## config.mk

```make
export PLATFORM = sky130hd
export DESIGN_NAME = message_header_deframer_core_flat
export DESIGN_NICKNAME = d
export VERILOG_FILES = /design/src/design/mhd_pkg.sv /design/src/design/mhd_if.sv /design/src/design/mhd_parse.sv /design/src/design/mhd_out_reg.sv /design/src/design/message_header_deframer_core.sv /design/src/flat_wrapper.sv
export SDC_FILE = /design/constraint.sdc
export NUM_CORES = 1
export LEC_CHECK = 0
export BUFFER_PORTS_ARGS = -buffer_cell sky130_fd_sc_hd__buf_4
export CORE_MARGIN = 5
export CORE_UTILIZATION = 65
export CTS_BUF_LIST = sky130_fd_sc_hd__clkbuf_8
export DETAILED_ROUTE_END_ITERATION = 12
export PLACE_DENSITY = 0.87
export SYNTH_ARGS = -nofsm -noshare
export SYNTH_HDL_FRONTEND = slang
export SYNTH_SLANG_ARGS = --single-unit
export TNS_END_PERCENT = 100
```

## constraint.sdc

```tcl
create_clock -name clk -period 22.1 [get_ports clk]
set_input_delay 3.315 -clock clk [delete_from_list [all_inputs] [get_ports clk]]
set_output_delay 3.315 -clock clk [all_outputs]
set_load 0.01 [all_outputs]
```

## src/design/mhd_pkg.sv

```systemverilog
// Shared types and constants for the message header deframer.
package mhd_pkg;

  localparam logic [31:0] MAGIC_FWD    = 32'h0ABC_DEF0;
  localparam logic [31:0] MAGIC_REV    = 32'h0FED_CBA0;
  localparam logic [15:0] CLASS_MODERN = 16'h6414;
  localparam logic [15:0] CLASS_ZERO   = 16'h0000;

  localparam int unsigned POS_W = 5;

  // Header byte positions that end a field or decide the header form
  localparam logic [POS_W-1:0] POS_MAGIC_END   = 5'd3;
  localparam logic [POS_W-1:0] POS_CMD_END     = 5'd7;
  localparam logic [POS_W-1:0] POS_LEN_END     = 5'd11;
  localparam logic [POS_W-1:0] POS_CHANNEL     = 5'd12;
  localparam logic [POS_W-1:0] POS_MSGID_END   = 5'd15;
  localparam logic [POS_W-1:0] POS_STATUS_END  = 5'd17;
  localparam logic [POS_W-1:0] POS_CLASS_END   = 5'd19;
  localparam logic [POS_W-1:0] POS_OFFSET_END  = 5'd23;

  typedef enum logic [1:0] {
    KIND_HEADER    = 2'd0,
    KIND_BODY      = 2'd1,
    KIND_BAD_MAGIC = 2'd2
  } kind_t;

  typedef struct packed {
    kind_t       kind;
    logic [31:0] command_id;
    logic [7:0]  channel_id;
    logic [15:0] reply_status;
    logic [15:0] message_class;
    logic        is_modern;
    logic [31:0] split_offset;
    logic [31:0] body_length;
    logic [7:0]  body_byte;
    logic        last;
  } res_t;

  // Handshake between parser and result register
  typedef struct packed {
    logic valid;
    res_t data;
  } res_xfer_t;

endpackage

```

## src/design/mhd_if.sv

```systemverilog
// Channel interfaces: received byte stream and deframed results.
interface mhd_in_if;
  logic       valid;
  logic       ready;
  logic [7:0] rx_byte;

  modport source (output valid, output rx_byte, input ready);
  modport sink (input valid, input rx_byte, output ready);
endinterface

interface mhd_out_if;
  logic        valid;
  logic        ready;
  logic [1:0]  kind;
  logic [31:0] command_id;
  logic [7:0]  channel_id;
  logic [15:0] reply_status;
  logic [15:0] message_class;
  logic        is_modern;
  logic [31:0] split_offset;
  logic [31:0] body_length;
  logic [7:0]  body_byte;
  logic        last;

  modport source (output valid, output kind, output command_id, output channel_id,
                  output reply_status, output message_class, output is_modern,
                  output split_offset, output body_length, output body_byte,
                  output last, input ready);
  modport sink (input valid, input kind, input command_id, input channel_id,
                input reply_status, input message_class, input is_modern,
                input split_offset, input body_length, input body_byte,
                input last, output ready);
endinterface

```

## src/design/mhd_parse.sv

```systemverilog
// Input byte register, header collection state and result formation.
module mhd_parse (
  input  logic               clk,
  input  logic               rst_n,
  mhd_in_if.sink             in_ch,
  input  logic               out_free,
  output mhd_pkg::res_xfer_t res
);
  import mhd_pkg::*;

  typedef enum logic {
    PH_HEADER,
    PH_BODY
  } phase_t;

  phase_t           phase_r, phase_nxt;
  logic [POS_W-1:0] pos_r, pos_nxt;
  logic             s1_valid_r;
  logic [7:0]       s1_byte_r;
  logic [31:0]      magic_r, magic_nxt;
  logic [31:0]      cmd_r, cmd_nxt;
  logic [31:0]      len_r, len_nxt;
  logic [7:0]       ch_r, ch_nxt;
  logic [15:0]      status_r, status_nxt;
  logic [15:0]      class_r, class_nxt;
  logic [31:0]      offset_r, offset_nxt;
  logic [31:0]      remain_r, remain_nxt;
  logic             adv;
  logic             emit_hdr;
  logic             modern;
  res_t             r;
  logic             r_valid;

  assign adv          = s1_valid_r && out_free;
  assign in_ch.ready  = !s1_valid_r || adv;

  always_comb begin
    magic_nxt  = magic_r;
    cmd_nxt    = cmd_r;
    len_nxt    = len_r;
    ch_nxt     = ch_r;
    status_nxt = status_r;
    class_nxt  = class_r;
    offset_nxt = offset_r;
    remain_nxt = remain_r;
    phase_nxt  = phase_r;
    pos_nxt    = pos_r;
    emit_hdr   = 1'b0;
    modern     = 1'b0;
    r          = '0;
    r_valid    = 1'b0;

    if (phase_r == PH_BODY) begin
      remain_nxt  = remain_r - 32'd1;
      r.kind      = KIND_BODY;
      r.body_byte = s1_byte_r;
      r.last      = (remain_nxt == 32'd0);
      r_valid     = 1'b1;
      if (remain_nxt == 32'd0) begin
        phase_nxt = PH_HEADER;
        pos_nxt   = '0;
      end
    end else begin
      // Insert the byte into the field its position belongs to
      if (pos_r <= POS_MAGIC_END) begin
        magic_nxt[pos_r[1:0]*8 +: 8] = s1_byte_r;
      end else if (pos_r <= POS_CMD_END) begin
        cmd_nxt[pos_r[1:0]*8 +: 8] = s1_byte_r;
      end else if (pos_r <= POS_LEN_END) begin
        len_nxt[pos_r[1:0]*8 +: 8] = s1_byte_r;
      end else if (pos_r == POS_CHANNEL) begin
        ch_nxt = s1_byte_r;
      end else if (pos_r <= POS_MSGID_END) begin
        ch_nxt = ch_r;  // message id bytes are dropped
      end else if (pos_r <= POS_STATUS_END) begin
        status_nxt[pos_r[0]*8 +: 8] = s1_byte_r;
      end else if (pos_r <= POS_CLASS_END) begin
        class_nxt[pos_r[0]*8 +: 8] = s1_byte_r;
      end else begin
        offset_nxt[pos_r[1:0]*8 +: 8] = s1_byte_r;
      end

      pos_nxt = pos_r + 5'd1;

      if (pos_r == POS_MAGIC_END && magic_nxt != MAGIC_FWD && magic_nxt != MAGIC_REV) begin
        r.kind  = KIND_BAD_MAGIC;
        r.last  = 1'b1;
        r_valid = 1'b1;
        pos_nxt = '0;
      end else if (pos_r == POS_CLASS_END && class_nxt != CLASS_MODERN &&
                   class_nxt != CLASS_ZERO) begin
        emit_hdr = 1'b1;
      end else if (pos_r >= POS_OFFSET_END) begin
        emit_hdr = 1'b1;
        modern   = 1'b1;
      end

      if (emit_hdr) begin
        r.kind           = KIND_HEADER;
        r.command_id     = cmd_r;
        r.channel_id     = ch_r;
        r.reply_status   = status_r;
        r.message_class  = class_nxt;
        r.is_modern      = modern;
        r.split_offset   = modern ? offset_nxt : 32'd0;
        r.body_length    = len_r;
        r.last           = (len_r == 32'd0);
        r_valid          = 1'b1;
        pos_nxt          = '0;
        remain_nxt       = len_r;
        phase_nxt        = (len_r != 32'd0) ? PH_BODY : PH_HEADER;
      end
    end
  end

  assign res.valid = adv && r_valid;
  assign res.data  = r;

  always_ff @(posedge clk) begin
    if (!rst_n) begin
      s1_valid_r <= 1'b0;
      phase_r    <= PH_HEADER;
      pos_r      <= '0;
      remain_r   <= '0;
    end else begin
      if (in_ch.ready) begin
        s1_valid_r <= in_ch.valid;
      end
      if (adv) begin
        phase_r  <= phase_nxt;
        pos_r    <= pos_nxt;
        remain_r <= remain_nxt;
      end
    end
  end

  always_ff @(posedge clk) begin
    if (in_ch.valid && in_ch.ready) begin
      s1_byte_r <= in_ch.rx_byte;
    end
    if (adv) begin
      magic_r  <= magic_nxt;
      cmd_r    <= cmd_nxt;
      len_r    <= len_nxt;
      ch_r     <= ch_nxt;
      status_r <= status_nxt;
      class_r  <= class_nxt;
      offset_r <= offset_nxt;
    end
  end

  a_pos_range: assert property (@(posedge clk) disable iff (!rst_n)
    pos_r <= POS_OFFSET_END)
    else $error("header position out of range");

  a_body_remain: assert property (@(posedge clk) disable iff (!rst_n)
    phase_r == PH_BODY |-> (remain_r != 32'd0 && pos_r == '0))
    else $error("body phase with nothing left or stale position");

  a_res_needs_room: assert property (@(posedge clk) disable iff (!rst_n)
    res.valid |-> (s1_valid_r && out_free))
    else $error("result produced without room downstream");

endmodule

```

## src/design/mhd_out_reg.sv

```systemverilog
// Result register that holds a finished result until the sink takes it.
module mhd_out_reg (
  input  logic               clk,
  input  logic               rst_n,
  input  mhd_pkg::res_xfer_t res,
  output logic               out_free,
  mhd_out_if.source          out_ch
);
  import mhd_pkg::*;

  logic valid_r;
  res_t data_r;

  assign out_free = !valid_r || out_ch.ready;

  always_ff @(posedge clk) begin
    if (!rst_n) begin
      valid_r <= 1'b0;
    end else if (out_free) begin
      valid_r <= res.valid;
    end
  end

  always_ff @(posedge clk) begin
    if (out_free && res.valid) begin
      data_r <= res.data;
    end
  end

  assign out_ch.valid          = valid_r;
  assign out_ch.kind           = data_r.kind;
  assign out_ch.command_id     = data_r.command_id;
  assign out_ch.channel_id     = data_r.channel_id;
  assign out_ch.reply_status   = data_r.reply_status;
  assign out_ch.message_class  = data_r.message_class;
  assign out_ch.is_modern      = data_r.is_modern;
  assign out_ch.split_offset   = data_r.split_offset;
  assign out_ch.body_length    = data_r.body_length;
  assign out_ch.body_byte      = data_r.body_byte;
  assign out_ch.last           = data_r.last;

  a_hold_result: assert property (@(posedge clk) disable iff (!rst_n)
    (valid_r && !out_ch.ready) |=> (valid_r && $stable(data_r)))
    else $error("pending result changed before transfer");

  a_no_load_when_full: assert property (@(posedge clk) disable iff (!rst_n)
    (valid_r && !out_ch.ready) |-> !res.valid)
    else $error("new result offered while register is full");

  a_kind_fields: assert property (@(posedge clk) disable iff (!rst_n)
    (valid_r && data_r.kind == KIND_BAD_MAGIC) |-> (data_r.last && data_r.body_length == 32'd0))
    else $error("bad magic result carries header data");

endmodule

```

## src/design/message_header_deframer_core.sv

```systemverilog
// Top level of the message header deframer.
//
//   channel  dir  payload                                   transfer when
//   in_ch    in   rx_byte                                   valid && ready
//   out_ch   out  kind, header fields, body_byte, last      valid && ready
//
// One byte per cycle sustained while the output takes results: a byte
// waits in the input register, then the header/body logic forms its result
// into the result register, whose valid output is the result valid; an output
// stall holds the byte in the input register until the result register frees.
// Header bytes that complete nothing give no result.
// Synchronous active-low reset returns to header collection at position 0.
// A stalled output holds its result; input keeps flowing until both
// registers are full.
module message_header_deframer_core (
  input  logic      clk,
  input  logic      rst_n,
  mhd_in_if.sink    in_ch,
  mhd_out_if.source out_ch
);
  import mhd_pkg::*;

  res_xfer_t res;
  logic      out_free;

  mhd_parse u_parse (
    .clk      (clk),
    .rst_n    (rst_n),
    .in_ch    (in_ch),
    .out_free (out_free),
    .res      (res)
  );

  mhd_out_reg u_out_reg (
    .clk      (clk),
    .rst_n    (rst_n),
    .res      (res),
    .out_free (out_free),
    .out_ch   (out_ch)
  );

endmodule

```

## src/flat_wrapper.sv

```systemverilog
// flat-port wrapper written by rule: the top's interface ports become plain ports
module message_header_deframer_core_flat import mhd_pkg::*;
  (clk, rst_n, in_ch_valid, in_ch_rx_byte, in_ch_ready, out_ch_valid, out_ch_kind, out_ch_command_id, out_ch_channel_id, out_ch_reply_status, out_ch_message_class, out_ch_is_modern, out_ch_split_offset, out_ch_body_length, out_ch_body_byte, out_ch_last, out_ch_ready);
  mhd_in_if in_ch_i ();
  mhd_out_if out_ch_i ();
  input  logic clk;
  input  logic rst_n;
  input wire logic [$bits(in_ch_i.valid)-1:0] in_ch_valid;
  input wire logic [$bits(in_ch_i.rx_byte)-1:0] in_ch_rx_byte;
  output wire logic [$bits(in_ch_i.ready)-1:0] in_ch_ready;
  output wire logic [$bits(out_ch_i.valid)-1:0] out_ch_valid;
  output wire logic [$bits(out_ch_i.kind)-1:0] out_ch_kind;
  output wire logic [$bits(out_ch_i.command_id)-1:0] out_ch_command_id;
  output wire logic [$bits(out_ch_i.channel_id)-1:0] out_ch_channel_id;
  output wire logic [$bits(out_ch_i.reply_status)-1:0] out_ch_reply_status;
  output wire logic [$bits(out_ch_i.message_class)-1:0] out_ch_message_class;
  output wire logic [$bits(out_ch_i.is_modern)-1:0] out_ch_is_modern;
  output wire logic [$bits(out_ch_i.split_offset)-1:0] out_ch_split_offset;
  output wire logic [$bits(out_ch_i.body_length)-1:0] out_ch_body_length;
  output wire logic [$bits(out_ch_i.body_byte)-1:0] out_ch_body_byte;
  output wire logic [$bits(out_ch_i.last)-1:0] out_ch_last;
  input wire logic [$bits(out_ch_i.ready)-1:0] out_ch_ready;
  assign in_ch_i.valid = in_ch_valid;
  assign in_ch_i.rx_byte = in_ch_rx_byte;
  assign in_ch_ready = in_ch_i.ready;
  assign out_ch_valid = out_ch_i.valid;
  assign out_ch_kind = out_ch_i.kind;
  assign out_ch_command_id = out_ch_i.command_id;
  assign out_ch_channel_id = out_ch_i.channel_id;
  assign out_ch_reply_status = out_ch_i.reply_status;
  assign out_ch_message_class = out_ch_i.message_class;
  assign out_ch_is_modern = out_ch_i.is_modern;
  assign out_ch_split_offset = out_ch_i.split_offset;
  assign out_ch_body_length = out_ch_i.body_length;
  assign out_ch_body_byte = out_ch_i.body_byte;
  assign out_ch_last = out_ch_i.last;
  assign out_ch_i.ready = out_ch_ready;
  message_header_deframer_core u_core (.clk(clk), .rst_n(rst_n), .in_ch(in_ch_i), .out_ch(out_ch_i));
endmodule
```

---- After elaboration in Yosys (flattened, before gate mapping) ----
Index checks and enable logic that the tools add are counted.
storage, ports and cells
  word-level logic and storage cells ...... 129
  output and inout bits ................... 150
  register bits ........................... 364
  bits of input ports ..................... 12
cells by class
  magnitude comparators ................... 7
  eq/ne operators ......................... 7
  multiplexer cells ....................... 48
  bitwise operators ....................... 8
  shift operators ......................... 4
  add/sub/neg operators ................... 4
  reduce and logical (&&, ||, !) cells .... 27
operators with widths
  kind                                                             number
  2-to-1 mux 32 bit                                                12
  2-to-1 mux 138 bit                                               1
  bitwise mux 32 bit                                               4
  2-to-1 mux 16 bit                                                8
  zero test 32 bit                                                 2
  inequality test 32 x 28 -> 1 bit (second input constant)         2
  negator 4 -> 34 bit                                              1
  negator 5 -> 34 bit                                              1
  variable shift 8 x 34 -> 16 bit (first input constant)           1
  variable shift 8 x 34 -> 32 bit (first input constant)           1
  variable part select 8 x 34 -> 16 bit                            1
  variable part select 8 x 34 -> 32 bit                            1
  bitwise mux 16 bit                                               2
  nonzero test 32 bit                                              1
  subtractor 32 x 1 -> 32 bit (second input constant)              1
  2-to-1 mux 5 bit                                                 4
  2-to-1 mux 1 bit                                                 16
  inequality test 16 x 15 -> 1 bit (second input constant)         1
  nonzero test 16 bit                                              1
  less-or-equal comparator 5 x 4 -> 1 bit (second input constant)  2
  less-or-equal comparator 5 bit (second input constant)           2
  logical AND 1 bit                                                8
  inverter 1 bit                                                   8
  AND reduction 8 bit                                              1
  other kinds (18)                                                 23

---- Longest topological paths before layout ----
  depth after elaboration ................. 21
  mapped depth ............................ 14
  mapped depth without buffers ............ 11

---- Hierarchy ----
A second synthesis with hierarchy kept.
second synthesis, totals
  cells, all modules ...................... 1235
  area total of the unflattened synthesis .. 16004.1 um2
modules (own cells, without submodules)
  module       sequential area each (um2)  area an instance (um2)  cells each  instances
  mhd_parse    6065.8                      11502.3                 1082        1
  mhd_out_reg  4464.3                      4501.8                  153         1

---- Least setup slack after synthesis ----
No wires, ideal clock.
  path type ............................... input to register
  start ................................... input out_ch_ready
  end ..................................... register u_core.u_out_reg.data_r (netlist bit u_core.u_out_reg.out_ch.body_byte[0]), enable pin
  buffers on the path ..................... 0
  arrival time ............................ 9.794 ns
  path slack .............................. 11.648 ns
  library setup time ...................... 0.658 ns
  required time ........................... 21.442 ns
  stages .................................. 3
  cells stage by stage .................... nand2b_1 > nand2_1 > nor2_1
on the way
  longest elaborated chain between the ends .. 4
RTL lines
  what                    RTL line            source
  start: declaration      flat_wrapper.sv:22  input wire logic [$bits(out_ch_i.ready)-1:0] out_ch_ready;
  logical OR 1 bit (*)    mhd_out_reg.sv:14   assign out_free = !valid_r || out_ch.ready;
  logical AND 1 bit       mhd_parse.sv:34     assign adv = s1_valid_r && out_free;
  logical AND 1 bit       mhd_parse.sv:116    assign res.valid = adv && r_valid;
  logical AND 1 bit (*)   mhd_out_reg.sv:25   if (out_free && res.valid) begin
  end signal: assignment  mhd_out_reg.sv:26   data_r <= res.data;
  end: declaration        mhd_out_reg.sv:12   res_t data_r;
Every way passes the cells marked *; elsewhere a longest branch is shown, timed or not.
A chain may end at the register's enable or synchronous reset.

---- Worst setup path in the final report ----
  start ................................... input out_ch_ready
  end ..................................... output in_ch_ready
on the way
  longest elaborated chain between the ends .. 3
RTL lines
  what               RTL line            source
  logical OR 1 bit   mhd_out_reg.sv:14
  logical AND 1 bit  mhd_parse.sv:34
  logical OR 1 bit   mhd_parse.sv:35     assign in_ch.ready = !s1_valid_r || adv;
  end: declaration   flat_wrapper.sv:10  output wire logic [$bits(in_ch_i.ready)-1:0] in_ch_ready;
No other way between the ends.

==> impl_metrics.tcl <==
set metrics [dict create \
    floorplan.core_area_um2 23600 \
    cts_tree "done" \
    crit_path_top_delay_cell "sky130_fd_sc_hd__nand3b_1" \
    first_iter_violations 1519 \
    timing.critical_path.mode_cell "sky130_fd_sc_hd__buf_4" \
    cap_violations 0 \
    ir_drop_worst_case_vdd_mv 0.0628 \
    class_of_the_worst_hold_path "flop to flop" \
    reg2reg_launch_point "u_core.u_parse.pos_r[0]" \
    topRoutingLayerUsed "met4" \
    yosys_warnings 0 \
    gr-total-overflow 0 \
    leading_cell_types_by_total_area_after_synthesis "sky130_fd_sc_hd__edfxtp_1 (62%), sky130_fd_sc_hd__and2_1 (6.9%), sky130_fd_sc_hd__dfxtp_1 (5.1%)" \
    ys_top_cells_by_count "sky130_fd_sc_hd__edfxtp_1 (324), sky130_fd_sc_hd__and2_1 (174), sky130_fd_sc_hd__nand2_1 (98)" \
    cts_resized 0 \
    cts_inserted_buffers 57 \
    first_global_vias 10300 \
    critical_path.cell_chain "buf_4 > nand3b_1 > buf_4" \
    place.detailed.hpwl_um 24300 \
    syn-instance-count 1209 \
    critical_path.reg2reg.endpoint "u_core.u_out_reg.out_ch.split_offset[7]" \
    synth_cell_type_count 75 \
    post-layout-total-power_mw 1.35 \
    power.static_leakage_nw 7.11 \
    ant_diodes 0 \
    fin_worst_skew_ns 0.0146 \
    postCtsSetupRepairBufs 0 \
    design.portCount 162 \
    grtUsageTotal_pct 27.3 \
    placementRows 56 \
    syn_area_per_cell_um2 13.0 \
    synthDominantAreaCellType "sky130_fd_sc_hd__edfxtp_1" \
    synth_seq_area_share_pct 67.1 \
    count_of_flip_flops_with_a_built_in_enable_after_synthesis 324 \
    critical_path_peak_fanout 3 \
    worstHoldEndpoint "u_core.u_parse.remain_r[16]" \
    timing.critical_path.slowest_cell_delay_ns 0.21 \
    r2r_setup_slack_ns 16.86 \
    cp-end-kind "output port" \
    die_area_um2 27300 \
    arrival_ns 3.83 \
    final_net_count 1384 \
    setup_tns_ns 0 \
    die_x_um 165 \
    fin_crit_ns 7.14 \
    htree_num_levels 2 \
    drtAntennaViolNets 0 \
    worst_hold_startpoint "u_core.u_parse.remain_r[16]" \
    status "completed" \
    async_reset_ff_share_pct 0 \
    critPathRequiredTime_ns 18.78 \
    portBuffers 161 \
    grt_first_pass_wirelength_um 57700 \
    fin_worst_hold_slack_ns 0.462 \
    final_layout_size_suffix_gt1_share_pct 22.4 \
    worst-path-stages 3 \
    grt_max_degree 102 \
    drt-met1-wl_um 14300 \
    cts.sinks 364 \
    cts.root.buffer_cell "sky130_fd_sc_hd__clkbuf_8" \
    gp_congestion 0.938 \
    post_synthesis_to_final_layout_area_growth_pct 16.3 \
    slew_viol_final 0 \
    critPathTopFamily "buffers and inverters" \
    report.final.hold_viol_count 0 \
    post_cts_hold_buffer_count 0 \
    timing.setup.critical_path_class "primary input to output port" \
    max-clock-path-buffers 3 \
    synth.cell_area_um2 15700 \
    tritonroute_pass_1_iters 6 \
    synth_fp_nets 1229 \
    final_min_period_over_clock_period_pct 32.3 \
    via_count 10700 \
    min_path_cells 2 \
    setup_violations 0 \
    rsz_0062_raised_after_global_routing "false" \
    drc 0 \
    avgRoutedWirePerCell_um 21.5 \
    proportion_of_netlist_area_held_by_the_largest_area_contributor_pct 62.0 \
    routed-wl-met2_um 18100 \
    drt-vias-per-instance 6.17 \
    final_util_pct 77.2 \
    yosysMostFrequentCell "sky130_fd_sc_hd__edfxtp_1" \
    power_density_nw_per_um2 74.1 \
    die_h_um 165 \
    worstMarginPinSlew_ns 1.16 \
    starting_density_of_the_core_pct 66.4 \
    yosys_most_used_dff "sky130_fd_sc_hd__edfxtp_1" \
    route.met3.wl_um 3650 \
    sum_of_buffers_and_inverters_on_the_critical_path 2 \
    instances_no_fill 1732 \
    place.detailed.instances 1624 \
    grt_antenna_before_repair 0 \
    route.final.wire_length_um 37200 \
    synth-seq-cells 364 \
    reg2reg_depth 13 \
    cts.clk_slew.worst_paths_ns 0.06 \
    timing.critical_path.from_type "primary input" \
    timing.max_slew.rel_slack_pct 22.5 \
    timing.fmax_ghz 0.140 \
    clk-insertion-delay-late_ns 0.58 \
]
==> power breakdown <==
group          switching (mW)  total (mW)  internal [mW]
Clock                   0.257       0.557          0.300
Combinational          0.0250      0.0372         0.0122
Sequential            0.00857       0.758          0.750
==> logic make-up (layout without fill, tap and decap cells) <==
group / count (synthesis) / after routing / share of synthesized area, %
multiplexers: 45 / 45 / 3.16
AO/OA/AOI/OAI: 186 / 186 / 8.05
flip-flops: 364 / 364 / 67.1
adder cells (fa/ha/maj): 8 / 8 / 0.638
buffers and inverters: 108 / 312 / 2.72
XOR/XNOR: 8 / 8 / 0.447
AND/OR/NAND/NOR: 490 / 490 / 17.8
==> cell usage in the layout (no fill, tap or decap), types with 13 or more instances in the layout <==
cell type,n
sky130_fd_sc_hd__o21ai_0,54
sky130_fd_sc_hd__inv_1,54
sky130_fd_sc_hd__a22o_1,13
sky130_fd_sc_hd__edfxtp_1,324
sky130_fd_sc_hd__and2_1,174
sky130_fd_sc_hd__nor2_1,46
sky130_fd_sc_hd__nor4_1,20
sky130_fd_sc_hd__dfxtp_1,40
sky130_fd_sc_hd__nand2_1,98
sky130_fd_sc_hd__mux2_2,35
sky130_fd_sc_hd__a21oi_1,37
sky130_fd_sc_hd__clkbuf_8,64
sky130_fd_sc_hd__buf_4,171
sky130_fd_sc_hd__nor3_1,19
sky130_fd_sc_hd__clkinv_1,13
sky130_fd_sc_hd__nand3_1,31
==> state kept, by name, indices dropped and copies added, names as in the netlist, 16 cells and up <==
name and flops:
u_core.u_out_reg.out_ch.message_class 16, u_core.u_out_reg.out_ch.split_offset 32, u_core.u_out_reg.out_ch.body_length 32, u_core.u_out_reg.out_ch.command_id 32
u_core.u_parse.class_r 16, u_core.u_parse.cmd_r 32, u_core.u_parse.len_r 32, u_core.u_parse.magic_r 32
u_core.u_parse.offset_r 32, u_core.u_parse.status_r 16, u_core.u_parse.remain_r 32, u_core.u_out_reg.out_ch.reply_status 16
==> stage by stage <==
stage | cell area, um2 | setup WS, ns
2_1_floorplan | 15700 | 11.65
3_3_place_gp | 17100 | 15.03
3_5_place_dp | 17100 | 14.97
4_1_cts | 18200 | 14.97
5_1_grt | 18200 | 14.93
6_report | 18200 | 14.96
==> worst max path at each step <==
stage                      start                                   end  slack, ns
CTS                 out_ch_ready                           in_ch_ready      14.97
global route        out_ch_ready                           in_ch_ready      14.93
floorplan           out_ch_ready  u_core.u_out_reg.out_ch.body_byte[0]      11.65
global placement    out_ch_ready                           in_ch_ready      15.03
detailed placement  out_ch_ready                           in_ch_ready      14.97
finish              out_ch_ready                           in_ch_ready      14.96
==> per-layer routing <==
| metal | up-vias | GRT usage (%) |
|---|---|---|
| met1 | 5142 | 36.9 |
| met2 | 623 | 43.9 |
| met5 | - | 0 |
| met4 | 0 | 9.41 |
| li1 | 4802 | - |
| met3 | 121 | 6.83 |
==> tightest hold or removal path: stages (launching register included) <==
cell                      delay, ns
sky130_fd_sc_hd__dfxtp_1       0.31
sky130_fd_sc_hd__nand2_1       0.05
sky130_fd_sc_hd__a21oi_1       0.05
==> area by class of cell <==
class / instances / area [um2]
Tap cell: 319 / 399
Sequential cell: 364 / 10500
Clock buffer: 64 / 881
Fill cell: 1403 / 5380
Inverter: 33 / 124
Clock inverter: 44 / 254
Multi-Input combinational cell: 737 / 4770
Timing Repair Buffer: 171 / 1280
(Power assumes the default switching activity.)
